### config.mk
export PLATFORM = sky130hd
export DESIGN_NAME = button_gesture_detector
export DESIGN_NICKNAME = d
export VERILOG_FILES = /design/src/hw/rtl/bgd_pkg.sv /design/src/hw/rtl/bgd_core.sv /design/src/hw/rtl/button_gesture_detector.sv
export SDC_FILE = /design/constraint.sdc
export NUM_CORES = 1
export LEC_CHECK = 0
export BUFFER_PORTS_ARGS = -buffer_cell sky130_fd_sc_hd__buf_2
export CORE_ASPECT_RATIO = 0.7
export CORE_UTILIZATION = 56
export DETAILED_ROUTE_END_ITERATION = 16
export PLACE_DENSITY = 0.74
export SLEW_MARGIN = 40
export SYNTH_ARGS = -nofsm -noshare
export SYNTH_HDL_FRONTEND = slang
export SYNTH_SLANG_ARGS = --single-unit
### constraint.sdc
create_clock -name aclk -period 34.1 [get_ports aclk]
set_input_delay 3.41 -clock aclk [delete_from_list [all_inputs] [get_ports aclk]]
set_output_delay 3.41 -clock aclk [all_outputs]
set_load 0.05 [all_outputs]
### src/hw/rtl/bgd_pkg.sv
// ----------------------------------------------------------------------------
// bgd_pkg: shared types and constants for the button gesture detector
// Request payloads, configuration register indexes and reset values.
// ----------------------------------------------------------------------------
`default_nettype none

package bgd_pkg;

    localparam int unsigned TimeW  = 32;
    localparam int unsigned MsW    = 16;
    localparam int unsigned CountW = 16;
    localparam int unsigned CfgIdxW = 2;

    typedef enum logic [1:0] {
        GST_NONE   = 2'd0,
        GST_SINGLE = 2'd1,
        GST_DOUBLE = 2'd2,
        GST_LONG   = 2'd3
    } gesture_t;

    typedef enum logic [CfgIdxW-1:0] {
        CFG_DEBOUNCE   = 2'd0,
        CFG_DOUBLE_WIN = 2'd1,
        CFG_LONG_PRESS = 2'd2,
        CFG_ACTIVE_LOW = 2'd3
    } cfg_index_t;

    localparam logic [MsW-1:0] DebounceReset  = 16'd35;
    localparam logic [MsW-1:0] DoubleWinReset = 16'd420;
    localparam logic [MsW-1:0] LongPressReset = 16'd1300;

    localparam logic [1:0] ClickMax = 2'd3;

    typedef struct packed {
        logic [TimeW-1:0] now_ms;
        logic             pin_level;
    } in_t;

    typedef struct packed {
        gesture_t          gesture;
        logic              pressed_raw;
        logic              pressed_stable;
        logic              is_armed;
        gesture_t          last_gesture;
        logic [CountW-1:0] single_total;
        logic [CountW-1:0] double_total;
        logic [CountW-1:0] long_total;
    } out_t;

    typedef struct packed {
        logic [MsW-1:0] debounce_ms;
        logic [MsW-1:0] double_window_ms;
        logic [MsW-1:0] long_press_ms;
        logic           active_low;
    } cfg_t;

endpackage

`default_nettype wire

### src/hw/rtl/bgd_core.sv
// ----------------------------------------------------------------------------
// bgd_core: debounce, click gathering and gesture decision
// Holds the tracking state and turns one poll into one result combinationally.
// ----------------------------------------------------------------------------
`default_nettype none

module bgd_core
    import bgd_pkg::*;
(
    input  wire logic aclk,
    input  wire logic aresetn,
    input  wire cfg_t cfg,
    input  wire logic step,
    input  wire in_t  item,
    output out_t      result
);

    logic              raw_level_reg,       raw_level_next;
    logic [TimeW-1:0]  raw_change_time_reg, raw_change_time_next;
    logic              stable_level_reg,    stable_level_next;
    logic              armed_reg,           armed_next;
    logic              long_fired_reg,      long_fired_next;
    logic [1:0]        click_count_reg,     click_count_next;
    logic [TimeW-1:0]  press_time_reg,      press_time_next;
    logic [TimeW-1:0]  click_deadline_reg,  click_deadline_next;
    gesture_t          last_gesture_reg,    last_gesture_next;
    logic [CountW-1:0] single_total_reg,    single_total_next;
    logic [CountW-1:0] double_total_reg,    double_total_next;
    logic [CountW-1:0] long_total_reg,      long_total_next;

    logic             pressed;
    logic [TimeW-1:0] db_elapsed;
    logic             stable_change;
    logic [TimeW-1:0] held_time;
    logic [TimeW-1:0] window_left;
    logic             long_hit;
    logic             window_over;
    gesture_t         gesture;

    always_comb begin
        pressed = item.pin_level ^ cfg.active_low;

        // level tracking
        raw_level_next       = pressed;
        raw_change_time_next = (pressed != raw_level_reg) ? item.now_ms : raw_change_time_reg;
        db_elapsed           = item.now_ms - raw_change_time_next;
        stable_change        = (stable_level_reg != pressed) &&
                               (db_elapsed >= {{(TimeW-MsW){1'b0}}, cfg.debounce_ms});

        stable_level_next   = stable_level_reg;
        armed_next          = armed_reg;
        long_fired_next     = long_fired_reg;
        click_count_next    = click_count_reg;
        press_time_next     = press_time_reg;
        click_deadline_next = click_deadline_reg;

        if (stable_change) begin
            stable_level_next = pressed;
            if (pressed) begin
                if (armed_reg) begin
                    press_time_next = item.now_ms;
                    long_fired_next = 1'b0;
                end
            end else begin
                if (!armed_reg) begin
                    armed_next       = 1'b1;
                    click_count_next = 2'd0;
                end else if (stable_level_reg && !long_fired_reg) begin
                    if (click_count_reg != ClickMax) begin
                        click_count_next = click_count_reg + 2'd1;
                    end
                    click_deadline_next = item.now_ms +
                                          {{(TimeW-MsW){1'b0}}, cfg.double_window_ms};
                end
                long_fired_next = 1'b0;
            end
        end

        // gesture decision on the updated state, long press first
        held_time   = item.now_ms - press_time_next;
        window_left = item.now_ms - click_deadline_next;
        long_hit    = armed_next && stable_level_next && !long_fired_next &&
                      (held_time >= {{(TimeW-MsW){1'b0}}, cfg.long_press_ms});
        window_over = (click_count_next != 2'd0) && !window_left[TimeW-1];

        gesture           = GST_NONE;
        last_gesture_next = last_gesture_reg;
        single_total_next = single_total_reg;
        double_total_next = double_total_reg;
        long_total_next   = long_total_reg;

        priority if (long_hit) begin
            gesture           = GST_LONG;
            long_fired_next   = 1'b1;
            click_count_next  = 2'd0;
            long_total_next   = long_total_reg + 16'd1;
            last_gesture_next = GST_LONG;
        end else if (window_over) begin
            if (click_count_next == 2'd1) begin
                gesture           = GST_SINGLE;
                single_total_next = single_total_reg + 16'd1;
                last_gesture_next = GST_SINGLE;
            end else begin
                gesture           = GST_DOUBLE;
                double_total_next = double_total_reg + 16'd1;
                last_gesture_next = GST_DOUBLE;
            end
            click_count_next = 2'd0;
        end else begin
            gesture = GST_NONE;
        end

        result.gesture        = gesture;
        result.pressed_raw    = raw_level_next;
        result.pressed_stable = stable_level_next;
        result.is_armed       = armed_next;
        result.last_gesture   = last_gesture_next;
        result.single_total   = single_total_next;
        result.double_total   = double_total_next;
        result.long_total     = long_total_next;
    end

    always_ff @(posedge aclk) begin
        if (!aresetn) begin
            raw_level_reg       <= 1'b0;
            raw_change_time_reg <= '0;
            stable_level_reg    <= 1'b0;
            armed_reg           <= 1'b0;
            long_fired_reg      <= 1'b0;
            click_count_reg     <= 2'd0;
            press_time_reg      <= '0;
            click_deadline_reg  <= '0;
            last_gesture_reg    <= GST_NONE;
            single_total_reg    <= '0;
            double_total_reg    <= '0;
            long_total_reg      <= '0;
        end else if (step) begin
            raw_level_reg       <= raw_level_next;
            raw_change_time_reg <= raw_change_time_next;
            stable_level_reg    <= stable_level_next;
            armed_reg           <= armed_next;
            long_fired_reg      <= long_fired_next;
            click_count_reg     <= click_count_next;
            press_time_reg      <= press_time_next;
            click_deadline_reg  <= click_deadline_next;
            last_gesture_reg    <= last_gesture_next;
            single_total_reg    <= single_total_next;
            double_total_reg    <= double_total_next;
            long_total_reg      <= long_total_next;
        end
    end

endmodule

`default_nettype wire

### src/hw/rtl/button_gesture_detector.sv
// ----------------------------------------------------------------------------
// button_gesture_detector: push button debounce, click and long press
// Polarity fix, debounce, click gathering and one gesture result per poll.
// ----------------------------------------------------------------------------
//  channel   ports                                  direction
//  s_        s_valid s_ready s_data (in_t)          poll request in
//  m_        m_valid m_ready m_data (out_t)         result request out
//  cfg_      cfg_we cfg_index cfg_wdata             register write in
//
//  one poll per cycle sustained while m_ready stays high; a poll passes
//  through the input register, then its decision into the result register
//  the decision logic runs once per cycle while step is high, that single pass sets the rate
//  reset clears all tracking state and loads the default timings
//  a stalled result holds both registers; s_ready drops only when both are full
// ----------------------------------------------------------------------------
`default_nettype none

module button_gesture_detector
    import bgd_pkg::*;
(
    input  wire logic               aclk,
    input  wire logic               aresetn,

    input  wire logic               s_valid,
    output logic                    s_ready,
    input  wire in_t                s_data,

    output logic                    m_valid,
    input  wire logic               m_ready,
    output out_t                    m_data,

    input  wire logic               cfg_we,
    input  wire logic [CfgIdxW-1:0] cfg_index,
    input  wire logic [MsW-1:0]     cfg_wdata
);

    cfg_t cfg_reg;
    logic in_valid_reg;
    in_t  in_data_reg;
    logic out_valid_reg;
    out_t out_data_reg;
    out_t result;
    logic step;

    // step when a poll is held and the result slot is free or being drained
    assign step    = in_valid_reg && (!out_valid_reg || m_ready);
    assign s_ready = !in_valid_reg || step;
    assign m_valid = out_valid_reg;
    assign m_data  = out_data_reg;

    always_ff @(posedge aclk) begin
        if (!aresetn) begin
            cfg_reg.debounce_ms      <= DebounceReset;
            cfg_reg.double_window_ms <= DoubleWinReset;
            cfg_reg.long_press_ms    <= LongPressReset;
            cfg_reg.active_low       <= 1'b1;
        end else if (cfg_we) begin
            unique case (cfg_index_t'(cfg_index))
                CFG_DEBOUNCE:   cfg_reg.debounce_ms      <= cfg_wdata;
                CFG_DOUBLE_WIN: cfg_reg.double_window_ms <= cfg_wdata;
                CFG_LONG_PRESS: cfg_reg.long_press_ms    <= cfg_wdata;
                CFG_ACTIVE_LOW: cfg_reg.active_low       <= cfg_wdata[0];
                default: ;
            endcase
        end
    end

    always_ff @(posedge aclk) begin
        if (!aresetn) begin
            in_valid_reg  <= 1'b0;
            out_valid_reg <= 1'b0;
        end else begin
            if (s_ready) begin
                in_valid_reg <= s_valid;
            end
            if (step) begin
                out_valid_reg <= 1'b1;
            end else if (m_ready) begin
                out_valid_reg <= 1'b0;
            end
        end
    end

    always_ff @(posedge aclk) begin
        if (s_ready && s_valid) begin
            in_data_reg <= s_data;
        end
        if (step) begin
            out_data_reg <= result;
        end
    end

    bgd_core u_core (
        .aclk    (aclk),
        .aresetn (aresetn),
        .cfg     (cfg_reg),
        .step    (step),
        .item    (in_data_reg),
        .result  (result)
    );

endmodule

`default_nettype wire
==> Yosys cells after proc, flatten, opt, wreduce, memory -nomap -nowiden <==
Cells that the tools add are included.
{ "totals": {"in_bits": 56, "reg_bits": 291, "word_cells": 103} }
{ "classes": {"bitwise": 1, "muxes": 35, "order_cmp": 2, "n_eq_ne": 7, "addsub": 8, "reduce_logical": 22} }
{ "ops": {"columns": ["op", "count"], "rows": [
  ["32-bit two-way mux", 8],
  ["16-bit two-way mux", 7],
  ["32-bit subtractor", 3],
  ["32-bit by 16-bit greater-or-equal comparator with 1-bit output", 2],
  ["16-bit by 1-bit adder with 16-bit output (second input constant)", 3],
  ["32-bit by 16-bit adder with 32-bit output", 1],
  ["2-bit two-way mux", 11],
  ["1-bit two-way mux", 9],
  ["1-bit logical AND", 8],
  ["2-bit AND reduction", 4],
  ["1-bit logical NOT", 5],
  ["2-bit by 1-bit == test with 1-bit output (second input constant)", 2],
  ["2-bit == test (second input constant)", 2],
  ["2-bit nonzero test", 2],
  ["2-bit by 1-bit adder with 2-bit output (second input constant)", 1],
  ["2-bit logical NOT", 1],
  ["1-bit logical OR", 2],
  ["1-bit != test", 2],
  ["2-bit != test (second input constant)", 1],
  ["1-bit bitwise XOR", 1]
]} }

==> Longest topological paths before layout <==
{ "logic_depth": {"ltp_word": 12, "ltp_mapped": 59} }

==> Hierarchy <==
A second synthesis with hierarchy kept.
{ "unflattened": {"cells_unflattened": 2314, "hier_area_um2": 19681.4} }
{ "modules_own_cells": {"columns": ["mod", "area_per_inst_um2", "cells_each", "n_inst", "seq_area_each_um2"], "rows": [
  ["bgd_core", 15050.7, 2029, 1, 3042.9],
  ["button_gesture_detector", 4630.7, 285, 1, 3663.5]
]} }

==> Worst setup path before layout <==
Ideal clock, no wire load.
{ "synth_timing": {"path_type": "register -> register", "from": "register u_core.raw_level_reg", "to": "register out_data_reg, in the netlist m_data[33], data pin", "setup_slack_ns": 22.843, "arrival_time_ns": 10.995, "required_time_ns": 33.838, "period_less_slack_ns": 11.257, "stages_incl_launch_ff": 57, "setup_ns": 0.262, "cell_sequence": "dfxtp_1 xnor3_1 clkbuf_1 clkbuf_1 clkbuf_1 nand2_1 o21ai_0 ha_1 inv_1 ha_1 nor2_1 o21ai_0 o221ai_1 a21o_1 a22oi_1 o21ai_0 a31oi_1 ha_1 [21 not listed] buf_6 nor3b_1 xnor2_1 ha_1 a21o_1 a2111oi_0 o21a_1 o221ai_1 a311o_1 or4_1 a21oi_1 nand4_1 nor4_1 nand4_1 nor3_4 buf_4 o21ai_1 mux2_1"} }
{ "synth_rtl": {"columns": ["item", "line_no", "rtl"], "rows": [
  ["from (decl)", "bgd_core.sv:18", "logic raw_level_reg, raw_level_next;"],
  ["from (signal assigned)", "bgd_core.sv:138", "raw_level_reg <= raw_level_next;"],
  ["to (signal assigned)", "button_gesture_detector.sv:89", "out_data_reg <= result;"],
  ["to (decl)", "button_gesture_detector.sv:41", "out_t out_data_reg;"]
]} }

==> load_flow_metrics.sql <==
INSERT INTO impl_metrics (metric_group, metric, value, unit) VALUES
('sta', 'hold_viol_final', '0', ''),
('worst_setup_path', 'setup.worst_path.end_class', 'register', ''),
('finish', 'finalNetCount', '2663', ''),
('yosys', 'synth_edf_count', '88', ''),
('pwr', 'power-per-cell-area', '44.4', 'nW/um^2'),
('pwr', 'reported_leakage_power', '8.27', 'nW'),
('sta', 'post_route_setup_tns', '0', 'ps'),
('route', 'total_length_of_routed_wires', '60100', 'um'),
('route', 'wl_per_cell', '20.2', 'um'),
('finish', 'final_core_util', '62.6', '%'),
('finish', 'fillers', '3039', ''),
('global_route', 'grt_first_pass_wirelength', '93900', 'um'),
('place', 'portBuffers', '112', ''),
('flow_run', 'maxCapViolCount', '0', ''),
('route', 'drt-initial-drc-count', '2274', ''),
('route', 'route.vias.total', '18800', ''),
('yosys', 'synth.lib_cells_used.distinct', '100', ''),
('worst_setup_path', 'worst-setup-path-type', 'reg2reg', ''),
('yosys', 'synthesis.instances', '2452', ''),
('global_route', 'global_route.usage.total', '31.8', '%'),
('yosys', 'synth-seq-cells', '291', ''),
('route', 'drc', '0', ''),
('yosys', 'synthesized_net_count', '2640', ''),
('yosys', 'synth_top_area_share', '20.1', '%'),
('finish', 'largest_reg_flops', '55', ''),
('place', 'gp_routability_congestion', '0.946', ''),
('sta', 'fin_crit_sh', '38.2', '%'),
('yosys', 'yosysTopAreaCell', 'sky130_fd_sc_hd__dfxtp_1', ''),
('yosys', 'synth.yosys.seq_area_share', '33.2', '%'),
('worst_setup_path', 'critPathMostFrequentCell', 'sky130_fd_sc_hd__ha_1', ''),
('yosys', 'postSynth.topFlopCell', 'sky130_fd_sc_hd__dfxtp_1', ''),
('hold_path', 'whs_endpoint', 'cfg_reg[36]', ''),
('worst_setup_path', 'crit_path_max_fanout', '82', ''),
('sta', 'setup_viol', '0', ''),
('route', 'drtPass1Iterations', '5', ''),
('clock_network', 'postCtsSetupRepairBufs', '0', ''),
('yosys', 'share_of_synthesized_registers_carrying_an_async_set_or_reset', '0', '%'),
('clock_network', 'cts_sinks', '291', ''),
('sta', 'relSlewSlack', '42.3', '%'),
('hold_path', 'holdPathStages', '2', ''),
('yosys', 'yosys_warnings', '0', ''),
('worst_setup_path', 'critical_path_required', '34430', 'ps'),
('sta', 'final_period_minus_worst_setup_slack', '13020', 'ps'),
('yosys', 'synthMostInstantiatedCell', 'sky130_fd_sc_hd__nand2_1', ''),
('sta', 'worstMarginPinSlew', '860', 'ps'),
('sta', 'clock_skew', '13.1', 'ps'),
('clock_network', 'cts_buffers', '30', ''),
('finish', 'synthToLayoutAreaGrowth', '8.71', '%'),
('finish', 'final_design_area_no_fill', '22000', 'sq um'),
('clock_network', 'clock_latency', '590', 'ps'),
('clock_network', 'cts_resized', '0', ''),
('global_route', 'global_route.overflow_total', '0', ''),
('floorplanning', 'floorplan_core_area', '35100', 'sq um'),
('yosys', 'syn_avg_cell_area', '8.24', 'sq um'),
('place', 'placed_cell_area', '21000', 'sq um'),
('sta', 'final_max_slew_viol_count', '0', ''),
('clock_network', 'cts_tree', 'done', ''),
('worst_setup_path', 'cp-start-kind', 'register', ''),
('worst_setup_path', 'worst_ep_arrival_time', '13350', 'ps'),
('outcome', 'status', 'complete, no violations', ''),
('floorplanning', 'io-pin-count', '113', ''),
('yosys', 'synth_area', '20200', 'sq um'),
('clock_network', 'root_buffer', 'sky130_fd_sc_hd__clkbuf_16', ''),
('route', 'post_drt_via_cell_ratio', '6.32', ''),
('place', 'dp_hpwl', '44200', 'um'),
('clock_network', 'cts_hold_repair.buffers', '0', ''),
('floorplanning', 'effective_utilization_at_floorplan', '57.6', '%'),
('floorplanning', 'fp.dieW', '229', 'um'),
('hold_path', 'worst_hold_startpoint', 'cfg_reg[36]', ''),
('sta', 'setup_repair_after_global_routing_missed_its_margin', 'false', ''),
('floorplanning', 'design.die.area', '36900', 'sq um');
[worst max-delay path by stage]
stage	slack, ps	depth (start not counted)	end	startpoint
final	21080	53	m_data[1]	cfg_reg[0]
after CTS	21000	47	m_data[1]	u_core.raw_level_reg
after global placement	21450	47	m_data[1]	u_core.raw_level_reg
after global routing	19990	53	m_data[1]	cfg_reg[0]
after detailed placement	21100	47	m_data[1]	u_core.raw_level_reg
after floorplan	22840	56	m_data[33]	u_core.raw_level_reg
[layout by cell type (no fill, tap or decap), types with 6 or more instances in the layout]
cell and instances:
sky130_fd_sc_hd__a211o_1 8, sky130_fd_sc_hd__a211oi_1 82, sky130_fd_sc_hd__a21boi_2 6, sky130_fd_sc_hd__a21o_1 48, sky130_fd_sc_hd__a21oi_1 213, sky130_fd_sc_hd__a221oi_1 9, sky130_fd_sc_hd__a31oi_1 13, sky130_fd_sc_hd__and2_1 11
sky130_fd_sc_hd__and3_1 51, sky130_fd_sc_hd__buf_2 112, sky130_fd_sc_hd__buf_4 14, sky130_fd_sc_hd__clkbuf_1 9, sky130_fd_sc_hd__clkbuf_16 32, sky130_fd_sc_hd__dfxtp_1 203, sky130_fd_sc_hd__edfxtp_1 88, sky130_fd_sc_hd__ha_1 130
sky130_fd_sc_hd__inv_1 79, sky130_fd_sc_hd__mux2i_1 88, sky130_fd_sc_hd__nand2_1 314, sky130_fd_sc_hd__nand2b_1 63, sky130_fd_sc_hd__nand3_1 60, sky130_fd_sc_hd__nand4_1 35, sky130_fd_sc_hd__nor2_1 216, sky130_fd_sc_hd__nor2b_1 34
sky130_fd_sc_hd__nor3_1 49, sky130_fd_sc_hd__nor3b_1 10, sky130_fd_sc_hd__nor4_1 11, sky130_fd_sc_hd__o2111ai_1 8, sky130_fd_sc_hd__o211ai_1 50, sky130_fd_sc_hd__o21a_1 21, sky130_fd_sc_hd__o21ai_0 93, sky130_fd_sc_hd__o21ai_1 9
sky130_fd_sc_hd__o31a_1 10, sky130_fd_sc_hd__o31ai_1 28, sky130_fd_sc_hd__o32ai_1 8, sky130_fd_sc_hd__or2_2 7, sky130_fd_sc_hd__or3_1 14, sky130_fd_sc_hd__or4_1 17, sky130_fd_sc_hd__xnor2_1 65, sky130_fd_sc_hd__xor2_1 35
[where the power goes]
group / switching [W] / internal, W
Sequential: 0.0000132 / 0.000370
Clock: 0.000145 / 0.000189
Combinational: 0.000167 / 0.0000899
[worst max-delay path: cells and delay by family (launching register included)]
kind / cells / cell delay (ps)
AOI/OAI and AO/OA: 22 / 4990
and+or+nand+nor: 18 / 3630
adders and majority gates: 5 / 1270
buffers and inverters: 4 / 1150
muxes: 2 / 680
xor gates and xnor gates: 2 / 480
DFF: 1 / 440
[layout make-up]
type / instances / area, sq um / area share [%]
diodes: 1 / 2.50 / 0.0114
clock buffers: 42 / 848 / 3.86
well taps: 472 / 591 / 2.69
multi-input cells: 1943 / 12700 / 57.7
flip-flops and latches: 291 / 6710 / 30.5
repair buffers: 128 / 688 / 3.13
clock inverters: 14 / 135 / 0.615
inverters: 81 / 314 / 1.43
[stage by stage]
step	setup slack, ps	hold WS, ps	instances	total power [W]
finish	21080	458	2972	0.000975
global route	19990	476	2971	0.00102
CTS	21000	457	2971	0.000971
detailed placement	21100	444	2915	0.000639
global placement	21450	428	2915	0.000634
floorplan	22840	419	2452	0.000568
[logic make-up (layout without fill, tap and decap cells)]
family          count (synthesis)  count (layout)  synth area share, %
flops                         291             291                 33.2
compound gates                689             689                 22.9
xor+xnor                      102             102                 4.56
fa+ha+maj                     134             134                 8.35
simple gates                  925             925                 21.9
other cells                     0               1                    0
buf+inv                       218             265                 4.41
mux                            93              93                 4.66
[routing by layer]
layer	part of all wire, %	GRT usage, %
met1	48	48.8
met2	40	44.7
met3	10	7.35
met4	1.8	6.76
met5	0	0
Note: power is estimated with default switching activity, not from simulation.
